**config.mk**
```make
export PLATFORM = sky130hd
export DESIGN_NAME = vdrs_ctrl
export DESIGN_NICKNAME = d
export VERILOG_FILES = /design/src/hw/rtl/vdrs_pkg.sv /design/src/hw/rtl/vdrs_ctrl.sv
export SDC_FILE = /design/constraint.sdc
export NUM_CORES = 1
export LEC_CHECK = 0
export ABC_AREA = 1
export BUFFER_PORTS_ARGS = -buffer_cell sky130_fd_sc_hd__buf_2
export CORE_MARGIN = 5
export CORE_UTILIZATION = 40
export DETAILED_ROUTE_END_ITERATION = 7
export PLACE_DENSITY_LB_ADDON = 0.05
export REMOVE_ABC_BUFFERS = 1
export SYNTH_ARGS = -nofsm -noshare
export SYNTH_HDL_FRONTEND = slang
export SYNTH_SLANG_ARGS = --single-unit
```
**constraint.sdc**
```tcl
create_clock -name clk -period 2.6 [get_ports clk]
set_clock_uncertainty 0.05 [all_clocks]
set_input_delay 0.26 -clock clk [delete_from_list [all_inputs] [get_ports clk]]
set_output_delay 0.26 -clock clk [all_outputs]
set_load 0.03 [all_outputs]
```
**src/hw/rtl/vdrs_pkg.sv**
```systemverilog
package vdrs_pkg;

  localparam int TRIG_TABLE_BITS_DEF = 10;
  localparam int CORDIC_STEPS        = 20;

  localparam int IN_DATA_W  = 72;
  localparam int OUT_DATA_W = 136;
  localparam int CFG_IDX_W  = 8;
  localparam int CFG_DATA_W = 40;

  typedef logic signed [47:0] ival_t;

  localparam ival_t LIM48 = 48'sh7FFF_FFFF_FFFF;

  localparam logic [30:0]        INV_TWO_PI_Q32 = 31'd683565276;
  localparam logic signed [33:0] CORDIC_GAIN    = 34'sd652032874;

  localparam logic signed [20:0] TWO_PI_Q16    = 21'sd411775;
  localparam logic [18:0]        HEADING_RESET = 19'd308831;
  localparam logic signed [31:0] LAT_RESET     = 32'sd547892536;
  localparam logic signed [32:0] LON_RESET     = -33'sd1968792205;
  localparam logic signed [33:0] DEG90_Q24     = 34'sd1509949440;
  localparam logic signed [33:0] DEG180_Q24    = 34'sd3019898880;
  localparam logic signed [33:0] DEG360_Q24    = 34'sd6039797760;

  // configuration register indexes
  localparam logic [CFG_IDX_W-1:0] REG_DRAG_COEFF   = 8'd0;
  localparam logic [CFG_IDX_W-1:0] REG_THRUST_GAIN  = 8'd1;
  localparam logic [CFG_IDX_W-1:0] REG_INV_MASS     = 8'd2;
  localparam logic [CFG_IDX_W-1:0] REG_INV_YAW_INER = 8'd3;
  localparam logic [CFG_IDX_W-1:0] REG_RUDDER_AREA  = 8'd4;
  localparam logic [CFG_IDX_W-1:0] REG_LEVER_ARM    = 8'd5;
  localparam logic [CFG_IDX_W-1:0] REG_LAT_SCALE    = 8'd6;
  localparam logic [CFG_IDX_W-1:0] REG_LON_SCALE    = 8'd7;

  // datapath operations in program order
  typedef enum logic [4:0] {
    OP_TRIG_RUD, OP_SQ, OP_T1, OP_FORCE, OP_YAWF, OP_RDRAG, OP_TORQ, OP_YACC,
    OP_YR, OP_DYAW, OP_DRAG, OP_THR, OP_SACC, OP_SN, OP_TRIG_HD, OP_NC, OP_DN,
    OP_LAT, OP_EC, OP_DE, OP_LON
  } op_t;

  typedef struct packed {
    op_t  op;
    logic mul_start;
    logic trig_start;
    logic load_in;
    logic commit;
  } dp_cmd_t;

  typedef struct packed {
    logic mul_done;
    logic trig_done;
  } dp_stat_t;

  // atan(2^-i) in turns, 2^32 per turn
  function automatic logic [31:0] atan_turn(input logic [4:0] i);
    logic [31:0] v;
    case (i)
      5'd0:  v = 32'd536870912;
      5'd1:  v = 32'd316933406;
      5'd2:  v = 32'd167458907;
      5'd3:  v = 32'd85004756;
      5'd4:  v = 32'd42667331;
      5'd5:  v = 32'd21354465;
      5'd6:  v = 32'd10680862;
      5'd7:  v = 32'd5340245;
      5'd8:  v = 32'd2670163;
      5'd9:  v = 32'd1335087;
      5'd10: v = 32'd667544;
      5'd11: v = 32'd333772;
      5'd12: v = 32'd166886;
      5'd13: v = 32'd83443;
      5'd14: v = 32'd41722;
      5'd15: v = 32'd20861;
      5'd16: v = 32'd10430;
      5'd17: v = 32'd5215;
      5'd18: v = 32'd2608;
      5'd19: v = 32'd1304;
      default: v = 32'd0;
    endcase
    return v;
  endfunction

endpackage

```
**src/hw/rtl/vdrs_ctrl.sv**
```systemverilog
module vdrs_ctrl (
  input  logic               clk,
  input  logic               rst_n,
  input  logic               in_tvalid,
  output logic               in_tready,
  output logic               out_tvalid,
  input  logic               out_tready,
  output vdrs_pkg::dp_cmd_t  cmd,
  input  vdrs_pkg::dp_stat_t stat
);
  import vdrs_pkg::*;

  typedef enum logic [1:0] {S_IDLE, S_ISSUE, S_WAIT, S_DONE} state_t;

  state_t state_r, state_nxt;
  op_t    op_r, op_nxt;
  logic   in_ready_r, in_ready_nxt, out_valid_r, out_valid_nxt;
  logic   accept, commit, is_trig;

  always_comb begin
    is_trig = (op_r == OP_TRIG_RUD) || (op_r == OP_TRIG_HD);
    accept  = in_tvalid & in_ready_r;
    // state is committed only once the previous result has been taken
    commit  = (state_r == S_DONE) && (!out_valid_r || out_tready);

    state_nxt     = state_r;
    op_nxt        = op_r;
    in_ready_nxt  = in_ready_r;
    out_valid_nxt = commit ? 1'b1 : (out_tready ? 1'b0 : out_valid_r);
    unique case (state_r)
      S_IDLE: begin
        if (accept) begin
          op_nxt       = OP_TRIG_RUD;
          in_ready_nxt = 1'b0;
          state_nxt    = S_ISSUE;
        end
      end
      S_ISSUE: state_nxt = S_WAIT;
      S_WAIT: begin
        if (stat.mul_done || stat.trig_done) begin
          if (op_r == OP_LON) begin
            state_nxt = S_DONE;
          end else begin
            op_nxt    = op_t'(op_r + 5'd1);
            state_nxt = S_ISSUE;
          end
        end
      end
      S_DONE: begin
        if (commit) begin
          in_ready_nxt = 1'b1;
          state_nxt    = S_IDLE;
        end
      end
      default: state_nxt = S_IDLE;
    endcase

    cmd.op         = op_r;
    cmd.mul_start  = (state_r == S_ISSUE) && !is_trig;
    cmd.trig_start = (state_r == S_ISSUE) && is_trig;
    cmd.load_in    = accept;
    cmd.commit     = commit;
  end

  always_ff @(posedge clk) begin
    if (!rst_n) begin
      state_r     <= S_IDLE;
      op_r        <= OP_TRIG_RUD;
      in_ready_r  <= 1'b1;
      out_valid_r <= 1'b0;
    end else begin
      state_r     <= state_nxt;
      op_r        <= op_nxt;
      in_ready_r  <= in_ready_nxt;
      out_valid_r <= out_valid_nxt;
    end
  end

  assign in_tready  = in_ready_r;
  assign out_tvalid = out_valid_r;

  a_busy_after_accept: assert property (@(posedge clk) disable iff (!rst_n)
    accept |=> !in_ready_r)
    else $error("input still ready after a transfer");

  a_result_from_done: assert property (@(posedge clk) disable iff (!rst_n)
    $rose(out_valid_r) |-> $past(state_r == S_DONE))
    else $error("result raised outside completion");

  a_one_unit: assert property (@(posedge clk) disable iff (!rst_n)
    !(stat.mul_done && stat.trig_done))
    else $error("multiplier and trig unit finished together");
endmodule

```
==> summary.md, run 1 <==
| Metric | Value |
|---|---|
| Final net count | `approximately 120` |
| Register Area | `180.2 µm²` |
| Worst Path Max Fanout | `4` |
| R2r worst-path depth | `10` |
| Fin crit period | `roughly 1.8 ns` |
| Slew @ Worst Pin | `between 0.3 and 0.4 ns` |
| # IOs | `17` |
| Setup TNS | `0 ns` |
| Largest net degree at the start of global routing | `9` |
| R2R Setup Slk | `1.13 ns` |
| Die Ht | `48.67 µm` |
| Die X | `48.67 µm` |
| H-tree depth | `1` |
| CTS Buf Count | `3` |
| DR pass1 iterations | `4` |
| Leak | `0.3485 nW` |
| FP Rows | `14` |
| Crit. Startpoint | `op_r[0]$_SDFFE_PN0P_` |
| # diodes | `0` |
| Drt wl/cell | `11.47 µm` |
| Crit path DAT | `1.54 ns` |
| Most frequent cells in the layout | `nand2_1, buf_2, nor2_1` |
| Hold Path End | `op_r[0]$_SDFFE_PN0P_` |
| Highest routed layer | `met4` |
| Commonest non-fill, non-tap cell in the layout | `nand2_1` |
| Leading area contributor after synthesis | `dfxtp_1` |
| Wire length on met3 | `65 µm` |
| Clock Power Share | `0.257` |
| Tot GR Track Use | `0.1256` |
| Total setup buffers inserted after CTS | `0` |
| Seq/Total Area, Yosys | `0.3013` |
| Total grt overflow | `0` |
| Crit Path Class | `reg2out` |
| Max_slew headroom | `0.7972` |
| Drt via density | `4.590` |
| Clk root buf | `clkbuf_4` |
| Post-synthesis register bit count | `9` |
| Critical Path, Cell by Cell | `inv_1 > ha_1 > nand3_1 > a21oi_1 > inv_1 > nor2_1 > buf_2` |
| Post-synthesis cell area | `about 600 µm²` |
| Worst-Skew Late Latency | `~0.26 ns` |
| Hold Path Depth | `3` |
| Worst Hold Slack | `0.1985 ns` |
| Initial Utilization | `0.4114` |
| Vias in the first global route | `524` |
| Worst setup margin | `around 0.75 ns` |
| Initial antenna violation count | `0` |
| Cells after Synth | `89` |
| Top cells by area, synth | `dfxtp_1, nand2_1, nor2_1, nand3_1, inv_1` |
| CP peak stage delay | `0.33 ns` |
| Final GP Congestion | `around 0.78` |
| Core area | `1454 µm²` |
| Maxcap violations | `0` |
| CTS max path bufs | `2` |
| Initial DRC count | `6` |
| Synthesis Warnings | `0` |
| Multi-input logic area | `around 340 µm²` |
| Placed wire-length estimate | `between 1 and 1.5 mm` |
| Slew Viols, Final | `0` |
| FF-to-FF End | `op_r[0]$_SDFFE_PN0P_` |
| Synth Area per Inst | `6.720 µm²` |
| Power Density | `approximately 620 nW/µm²` |
| Sw Share | `0.4107` |
| Worst path slowest cell | `dfxtp_1` |
| Crit share post-route | `0.7112` |
| First-pass GRT wire length | `2.297 mm` |
| Port buffer count | `16` |
| Crit start category | `register` |
| Total number of vias | `between 500 and 600` |
| Comb pwr share | `0.365` |
| Clock transition at path regs | `0.06 ns` |
| Tot Pwr | `0.0004362 W` |
| CTS hold repair buffers | `0` |
| Seq pwr share | `0.378` |
| Antenna viol nets, final | `0` |
| Fmax | `roughly 540 MHz` |
| Most used cell, CP | `inv_1` |
| VDD IR max | `0.3410 mV` |
| Crit path capture type | `output pin` |
| R2R Path Start | `op_r[1]$_SDFFE_PN0P_` |
| Required time of the critical path | `2.29 ns` |
| Area Growth Syn to Fin | `17.78%` |
| DR WL met2 | `655 µm` |
| CTS sink count | `9` |
| Final hold vios | `0` |
| Unique masters post-synth | `20` |
| Full die area | `2368 µm²` |
| P_sw | `0.0001791 W` |
| WL met1 | `665 µm` |
| Worst Hold Class | `in2reg` |
| Dpl ws | `1.032 ns` |
| DRT Wirelength | `1.399 mm` |
| Internal power | `about 0.00026 W` |
| CP Buf/Inv Count | `3` |
| CTS tree | `built` |
| Post-route DRC | `0` |
| Family with the most delay on the worst path | `buffers and inverters` |
| # fillers | `161` |
| Setup violators final | `0` |
| Post-CTS Resized | `0` |
| RSZ-0062 raised after global routing | `no` |
| Worst hold start | `rst_n` |
| Status | `completed` |
| Layout cell share with drive strength beyond 1 | `0.2642` |
| Area fraction of the dominant cell type after synthesis | `0.3013` |
-- worst register-to-register path, delay by kind of cell (launching register included) --
kind / cells / cell delay, ns
and+or+nand+nor: 7 / 0.56
buffers and inverters: 2 / 0.12
adders and majority gates: 1 / 0.22
DFF: 1 / 0.42
-- synth_stat cells --
| cell | count |
|---|---|
| nand2_2 | 2 |
| inv_1 | 11 |
| nor2_4 | 2 |
| a211oi_1 | 1 |
| inv_2 | 2 |
| nand2_1 | 19 |
| nand3b_1 | 1 |
| nand2_4 | 2 |
| ha_1 | 3 |
| a21oi_1 | 6 |
| xor2_1 | 1 |
| dfxtp_1 | 9 |
| inv_4 | 1 |
| buf_2 | 1 |
| o21ai_0 | 1 |
| nor2_1 | 13 |
| buf_4 | 2 |
| nand3_1 | 9 |
| xnor2_1 | 2 |
| a31oi_1 | 1 |
-- how the worst max path moves through the flow --
stage | end | slack, ns | cells after the start
floorplan | cmd[2] | 0.81 | 5
global placement | cmd[2] | 1.11 | 7
detailed placement | cmd[2] | 1.03 | 7
CTS | cmd[2] | 0.73 | 7
global route | cmd[2] | 0.59 | 7
finish | cmd[2] | 0.75 | 7
-- layer usage --
metal	GRT usage	vias up
met4	0.08072	0
li1	-	308
met2	0.1978	11
met1	0.1442	239
met5	0	-
met3	0.03988	2
-- state kept, by name, summed over array words and instances, names as in the netlist --
name	count
in_tready	1
op_r	5
out_tvalid	1
state_r	2
-- per-stage QoR --
step                      utilization  std cells  area [µm²]
after floorplan                     -         86       578.1
after global placement         0.4664        118       678.2
after detailed placement       0.4664        118       678.2
after CTS                      0.4845        122       704.4
after global routing           0.4845        122       704.4
final                          0.4845        122       704.4
-- area by class of cell --
class	count	area share
clock buffer	4	0.03730
inverter	14	0.07815
multi-input combinational	63	0.4867
sequential	9	0.2558
tap	16	0.02842
timing repair buffer	16	0.1137
-- logic make-up (layout without fill, tap and decap cells) --
| kind of cell | after synthesis | after routing | share of synthesized area |
|---|---|---|---|
| compound gates | 9 | 9 | 0.08160 |
| xor+xnor | 3 | 3 | 0.04394 |
| fa+ha+maj | 3 | 3 | 0.06277 |
| buf+inv | 17 | 34 | 0.1255 |
| flops | 9 | 9 | 0.3013 |
| simple gates | 48 | 48 | 0.3849 |
-- power by group through the flow --
stage | registers (W) | logic, W | clock network, W
2_1_floorplan | 0.000177 | 0.000111 | 0
3_3_place_gp | 0.000167 | 0.000159 | 0
3_5_place_dp | 0.000167 | 0.000160 | 0
4_1_cts | 0.000164 | 0.000160 | 0.000118
5_1_grt | 0.000167 | 0.000175 | 0.000127
6_report | 0.000165 | 0.000159 | 0.000112
Power figures use the tool's default switching activity.
==> run 2, diff against run 1 <==
==> constraint.sdc (replaced) <==
create_clock -name clk -period 1.9 [get_ports clk]
set_clock_uncertainty 0.05 [all_clocks]
set_input_delay 0.19 -clock clk [delete_from_list [all_inputs] [get_ports clk]]
set_output_delay 0.19 -clock clk [all_outputs]
set_load 0.03 [all_outputs]
==> summary.md, run 2 (same netlist as run 1, synthesis figures left out) <==
| Metric | Value |
|---|---|
| Status | `completed` |
| Total grt overflow | `0 (unchanged)` |
| Crit path DAT | `1.51 ns (-0.03 ns)` |
| H-tree depth | `1 (unchanged)` |
| Hold Path Depth | `3 (unchanged)` |
| Setup violators final | `0 (unchanged)` |
| # IOs | `17 (unchanged)` |
| R2r worst-path depth | `10 (unchanged)` |
| Commonest non-fill, non-tap cell in the layout | `nand2_1` |
| Multi-input logic area | `346.6 µm² (+1.1%)` |
| First-pass GRT wire length | `2.297 mm (unchanged)` |
| # diodes | `0 (unchanged)` |
| Power Density | `843.3 nW/µm² (+36%)` |
| Tot GR Track Use | `0.1256 (unchanged)` |
| Setup TNS | `0 ns (unchanged)` |
| Antenna viol nets, final | `0 (unchanged)` |
| DRT Wirelength | `1.407 mm (+0.57%)` |
| Post-Place Cell Area | `678.2 µm² (unchanged)` |
| RSZ-0062 raised after global routing | `no` |
| CTS Buf Count | `3 (unchanged)` |
| Largest net degree at the start of global routing | `9 (unchanged)` |
| Initial antenna violation count | `0 (unchanged)` |
| CTS tree | `built` |
| Fmax | `572.0 MHz` |
| Fin crit period | `1.748 ns` |
| Area Growth Syn to Fin | `18.41%` |
| Leak | `0.3496 nW (+0.32%)` |
| Placed wire-length estimate | `1.106 mm (unchanged)` |
| Drt via density | `4.730 (+3.0%)` |
| Vias in the first global route | `524 (unchanged)` |
| R2R Setup Slk | `0.45 ns (-0.68 ns)` |
| Max_slew headroom | `0.7954 (-0.001810)` |
| Clk root buf | `clkbuf_4` |
| Number of flip-flops in the largest register | `5 (unchanged)` |
| Initial DRC count | `11 (+5)` |
| Slew Viols, Final | `0 (unchanged)` |
| Worst-Skew Late Latency | `0.26 ns (about the same)` |
| Biggest regs | `op_r: 5 flops, state_r: 2 flops` |
| Worst hold start | `rst_n` |
| Worst Path Max Fanout | `4 (unchanged)` |
| VDD IR max | `0.4663 mV (+37%)` |
| Crit Path Class | `reg2out` |
| Total number of vias | `577 (+3.0%)` |
| Final GP Congestion | `0.7800 (unchanged)` |
| Clock transition at path regs | `0.06 ns (about the same)` |
| Crit path capture type | `output pin` |
| Crit share post-route | `0.9201` |
| Final net count | `116 (unchanged)` |
| FP Rows | `14 (unchanged)` |
| CTS max path bufs | `2 (unchanged)` |
| Core area | `1454 µm² (unchanged)` |
| Die Ht | `48.67 µm (unchanged)` |
| Fin area | `708.2 µm² (+0.53%)` |
| Top reg by flops | `op_r` |
| Full die area | `2368 µm² (unchanged)` |
| Maxcap violations | `0 (unchanged)` |
| Post-route DRC | `0 (unchanged)` |
| CTS sink count | `9 (unchanged)` |
| Required time of the critical path | `1.66 ns (-0.63 ns)` |
| Die X | `48.67 µm (unchanged)` |
| R2R Path Start | `op_r[1]$_SDFFE_PN0P_` |
| DR pass1 iterations | `5 (+1)` |
| # fillers | `162 (+0.62%)` |
| Port buffer count | `16 (unchanged)` |
| Slew @ Worst Pin | `0.3065 ns (+0.002712 ns)` |
| Drt wl/cell | `11.53 µm (+0.57%)` |
| Register Area | `180.2 µm² (unchanged)` |
| Layout cell share with drive strength beyond 1 | `0.2736 (+0.009434)` |
| Final hold vios | `0 (unchanged)` |
| Total setup buffers inserted after CTS | `0 (unchanged)` |
| Crit. Startpoint | `op_r[0]$_SDFFE_PN0P_` |
| Crit start category | `register` |
| Worst Hold Class | `in2reg` |
| Most frequent cells in the layout | `nand2_1, buf_2, nor2_1` |
| Initial Utilization | `0.4114 (unchanged)` |
-- run 2: cell counts in the layout (fill, tap and decap cells not counted) --
No cell type changed its count.
-- run 2: what timing repair did --
action                                  in CTS  in global routing
gates resized for setup                      0                  1
endpoints found under the setup margin       0                  1
hold buffers                                 0                  0
endpoints found under the hold margin        0                  0
-- run 2: path summary, 6_finish.rpt --
check                           endpoint
hold reg to reg   in_tready$_SDFFE_PN1P_
setup reg to reg    op_r[0]$_SDFFE_PN0P_
hold / removal      op_r[0]$_SDFFE_PN0P_
setup / recovery                  cmd[2]
-- run 2: cell type report --
type	count	area share
Clock buffer	4	0.03710
Inverter	14	0.07774
Multi-Input combinational cell	63	0.4894
Sequential cell	9	0.2544
Tap cell	16	0.02827
Timing Repair Buffer	16	0.1131
-- run 2: critical path, cell delays in order, from the launching register on --
cell and delay [ns]:
dfxtp_1 0.33, inv_1 0.13, ha_1 0.22, nand3_1 0.10, a21oi_2 0.15, inv_1 0.05, nor2_1 0.07, buf_2 0.20
-- run 2: layer usage --
layer | global-route usage | part of all wire | up-vias
met3 | 0.03988 | 0.070 | 2
met1 | 0.1442 | 0.45 | 248
li1 | - | - | 309
met2 | 0.1978 | 0.47 | 18
met5 | 0 | 0 | -
met4 | 0.08072 | 0.0085 | 0
-- run 2: through the flow --
step	power (W)	hold WS (ns)	instances	setup WS, ns	utilization
2_1_floorplan	0.0003940	0.2604	86	0.1754	-
3_5_place_dp	0.0004482	0.4071	118	0.4019	0.4664
4_1_cts	0.0006060	0.1211	122	0.1033	0.4845
3_3_place_gp	0.0004458	0.4027	118	0.4795	0.4664
5_1_grt	0.0006431	0.1324	122	0.0001845	0.4871
6_report	0.0005972	0.1303	122	0.1517	0.4871
-- run 2: power breakdown --
group / internal [W] / total (W) / switching, W
clock network: 0.0000811 / 0.000153 / 0.0000716
logic: 0.0000663 / 0.000218 / 0.000152
registers: 0.000205 / 0.000226 / 0.0000211
total: 0.000352 / 0.000597 / 0.000245
==> run 3, diff against run 2 <==
--- a/config.mk
+++ b/config.mk
@@ -10,7 +10,6 @@
 export CORE_MARGIN = 5
 export CORE_UTILIZATION = 40
 export DETAILED_ROUTE_END_ITERATION = 7
-export PLACE_DENSITY_LB_ADDON = 0.05
 export REMOVE_ABC_BUFFERS = 1
 export SYNTH_ARGS = -nofsm -noshare
 export SYNTH_HDL_FRONTEND = slang
==> summary.md, run 3 (same netlist as run 1, synthesis figures left out) <==
| Metric | Value |
|---|---|
| Top reg by flops | `op_r` |
| Status | `completed` |
| Worst Hold Slack | `0.1320 ns (+0.001680 ns)` |
| Full die area | `2368 µm² (unchanged)` |
| Worst-Skew Late Latency | `0.26 ns (about the same)` |
| H-tree depth | `1 (unchanged)` |
| R2r worst-path depth | `10 (unchanged)` |
| FF-to-FF End | `op_r[0]$_SDFFE_PN0P_` |
| R2R Setup Slk | `0.46 ns (about the same)` |
| Initial antenna violation count | `0 (unchanged)` |
| DR pass1 iterations | `2 (-3)` |
| RSZ-0062 raised after global routing | `no` |
| Maxcap violations | `0 (unchanged)` |
| VDD IR max | `0.4983 mV (+6.9%)` |
| Die Ht | `48.67 µm (unchanged)` |
| First-pass GRT wire length | `2.049 mm (-11%)` |
| Clock transition at path regs | `0.06 ns (about the same)` |
| Placed wire-length estimate | `964.2 µm (-13%)` |
| Tot GR Track Use | `0.1094 (-0.01619)` |
| Largest net degree at the start of global routing | `9 (unchanged)` |
| Crit. Startpoint | `op_r[0]$_SDFFE_PN0P_` |
| Initial DRC count | `11 (unchanged)` |
| Antenna viol nets, final | `0 (unchanged)` |
| Drt wl/cell | `9.820 µm (-15%)` |
| Crit Path Class | `reg2out` |
| Port buffer count | `16 (unchanged)` |
| Total number of vias | `556 (-3.6%)` |
| Crit path capture type | `output pin` |
| Hold Path Depth | `3 (unchanged)` |
| Worst Path Max Fanout | `4 (unchanged)` |
| Final GP Congestion | `0.7554 (-3.2%)` |
| Comb pwr share | `0.364 (-0.002)` |
| CTS sink count | `9 (unchanged)` |
| Layout cell share with drive strength beyond 1 | `0.2642 (-0.009434)` |
| Biggest regs | `op_r: 5 flops, state_r: 2 flops` |
| Worst Hold Class | `in2reg` |
| Most frequent cells in the layout | `nand2_1, buf_2, nor2_1` |
| Multi-input logic area | `342.8 µm² (-1.1%)` |
| DRT Wirelength | `1.198 mm (-15%)` |
| Sw Share | `0.3980 (-0.01179)` |
| Crit path DAT | `1.48 ns (-0.03 ns)` |
| Commonest non-fill, non-tap cell in the layout | `nand2_1` |
| CTS tree | `built` |
| Slew @ Worst Pin | `0.3016 ns (-0.004961 ns)` |
| Clock Power Share | `0.252 (-0.004)` |
| Total grt overflow | `0 (unchanged)` |
| Clk root buf | `clkbuf_4` |
| Crit share post-route | `0.9062 (-0.01398)` |
| Initial Utilization | `0.4114 (unchanged)` |
| FP Rows | `14 (unchanged)` |
| Crit start category | `register` |
| R2R Path Start | `op_r[0]$_SDFFE_PN0P_` |
| Fin cells | `122 (unchanged)` |
| # IOs | `17 (unchanged)` |
| Vias in the first global route | `499 (-4.8%)` |
| Fin crit period | `1.722 ns (-0.02655 ns)` |
| Area Growth Syn to Fin | `18.20%` |
| Slew Viols, Final | `0 (unchanged)` |
| Max_slew headroom | `0.7987 (+0.003311)` |
| # diodes | `0 (unchanged)` |
| # fillers | `163 (+0.62%)` |
| Required time of the critical path | `1.66 ns (about the same)` |
| Setup TNS | `0 ns (unchanged)` |
| Post-route DRC | `0 (unchanged)` |
| P_sw | `0.0002337 W (-4.5%)` |
| CTS Buf Count | `3 (unchanged)` |
| CTS max path bufs | `2 (unchanged)` |
| Setup violators final | `0 (unchanged)` |
| Drt via density | `4.557 (-3.6%)` |
| Fmax | `580.8 MHz (+1.5%)` |
| Register Area | `180.2 µm² (unchanged)` |
| Final hold vios | `0 (unchanged)` |
| Number of flip-flops in the largest register | `5 (unchanged)` |
| Internal power | `0.0003535 W (+0.29%)` |
| Power Density | `830.6 nW/µm² (-1.5%)` |
| Final net count | `116 (unchanged)` |
| End of the critical path | `cmd[2]` |
| Inst Count DP | `118 (unchanged)` |
| Core area | `1454 µm² (unchanged)` |
| Seq pwr share | `0.383 (+0.004)` |
| Die X | `48.67 µm (unchanged)` |
| Leak | `0.3482 nW (-0.38%)` |
-- run 3: routing by layer --
metal | GRT usage | wire [µm] | vias up
met1 | 0.1373 | 613 | 234
met2 | 0.1522 | 483 | 12
met5 | 0 | 0 | -
met4 | 0.08072 | 31 | 0
li1 | - | - | 306
met3 | 0.03681 | 70 | 4
-- run 3: power by group through the flow --
| stage | Combinational [W] | Clock, W | Sequential (W) |
|---|---|---|---|
| floorplan | 0.000152 | 0 | 0.000242 |
| global placement | 0.000214 | 0 | 0.000229 |
| detailed placement | 0.000213 | 0 | 0.000229 |
| CTS | 0.000213 | 0.000158 | 0.000225 |
| global route | 0.000238 | 0.000171 | 0.000227 |
| finish | 0.000214 | 0.000148 | 0.000225 |
-- run 3: timing repair --
item / in CTS / in global routing
resized for setup: 0 / 1
hold buffers: 0 / 0
endpoints found under the setup margin: 0 / 1
setup buffers: 0 / 0
-- run 3: worst min-delay path by stage --
stage | startpoint | endpoint | slack, ns
after detailed placement | rst_n | state_r[1]$_SDFFE_PN0P_ | 0.41
after global placement | rst_n | op_r[0]$_SDFFE_PN0P_ | 0.40
after CTS | rst_n | state_r[1]$_SDFFE_PN0P_ | 0.12
after floorplan | rst_n | op_r[0]$_SDFFE_PN0P_ | 0.26
after global routing | rst_n | op_r[0]$_SDFFE_PN0P_ | 0.14
final | rst_n | state_r[1]$_SDFFE_PN0P_ | 0.13
-- run 3: critical path: stages (launching register included) --
cell and delay (ns):
dfxtp_1 0.33, inv_1 0.12, ha_1 0.20, nand3_1 0.08, a21oi_1 0.17, inv_1 0.05, nor2_1 0.08, clkbuf_4 0.19
-- run 3: through the flow --
step	setup slack [ns]	cell area, µm²	util	total power, W
final	0.1783	706.9	0.4862	0.0005872
after global routing	0.001474	706.9	0.4862	0.0006361
after CTS	0.1502	704.4	0.4845	0.0005960
after detailed placement	0.4418	678.2	0.4664	0.0004423
after global placement	0.4755	678.2	0.4664	0.0004428
after floorplan	0.1754	578.1	-	0.0003940
-- run 3: layout make-up --
class                      instances  share of cell area
clock buffer                       4             0.03717
inverter                          14             0.07788
multi-input combinational         63              0.4850
sequential                         9              0.2549
tap                               16             0.02832
timing repair buffer              16              0.1168
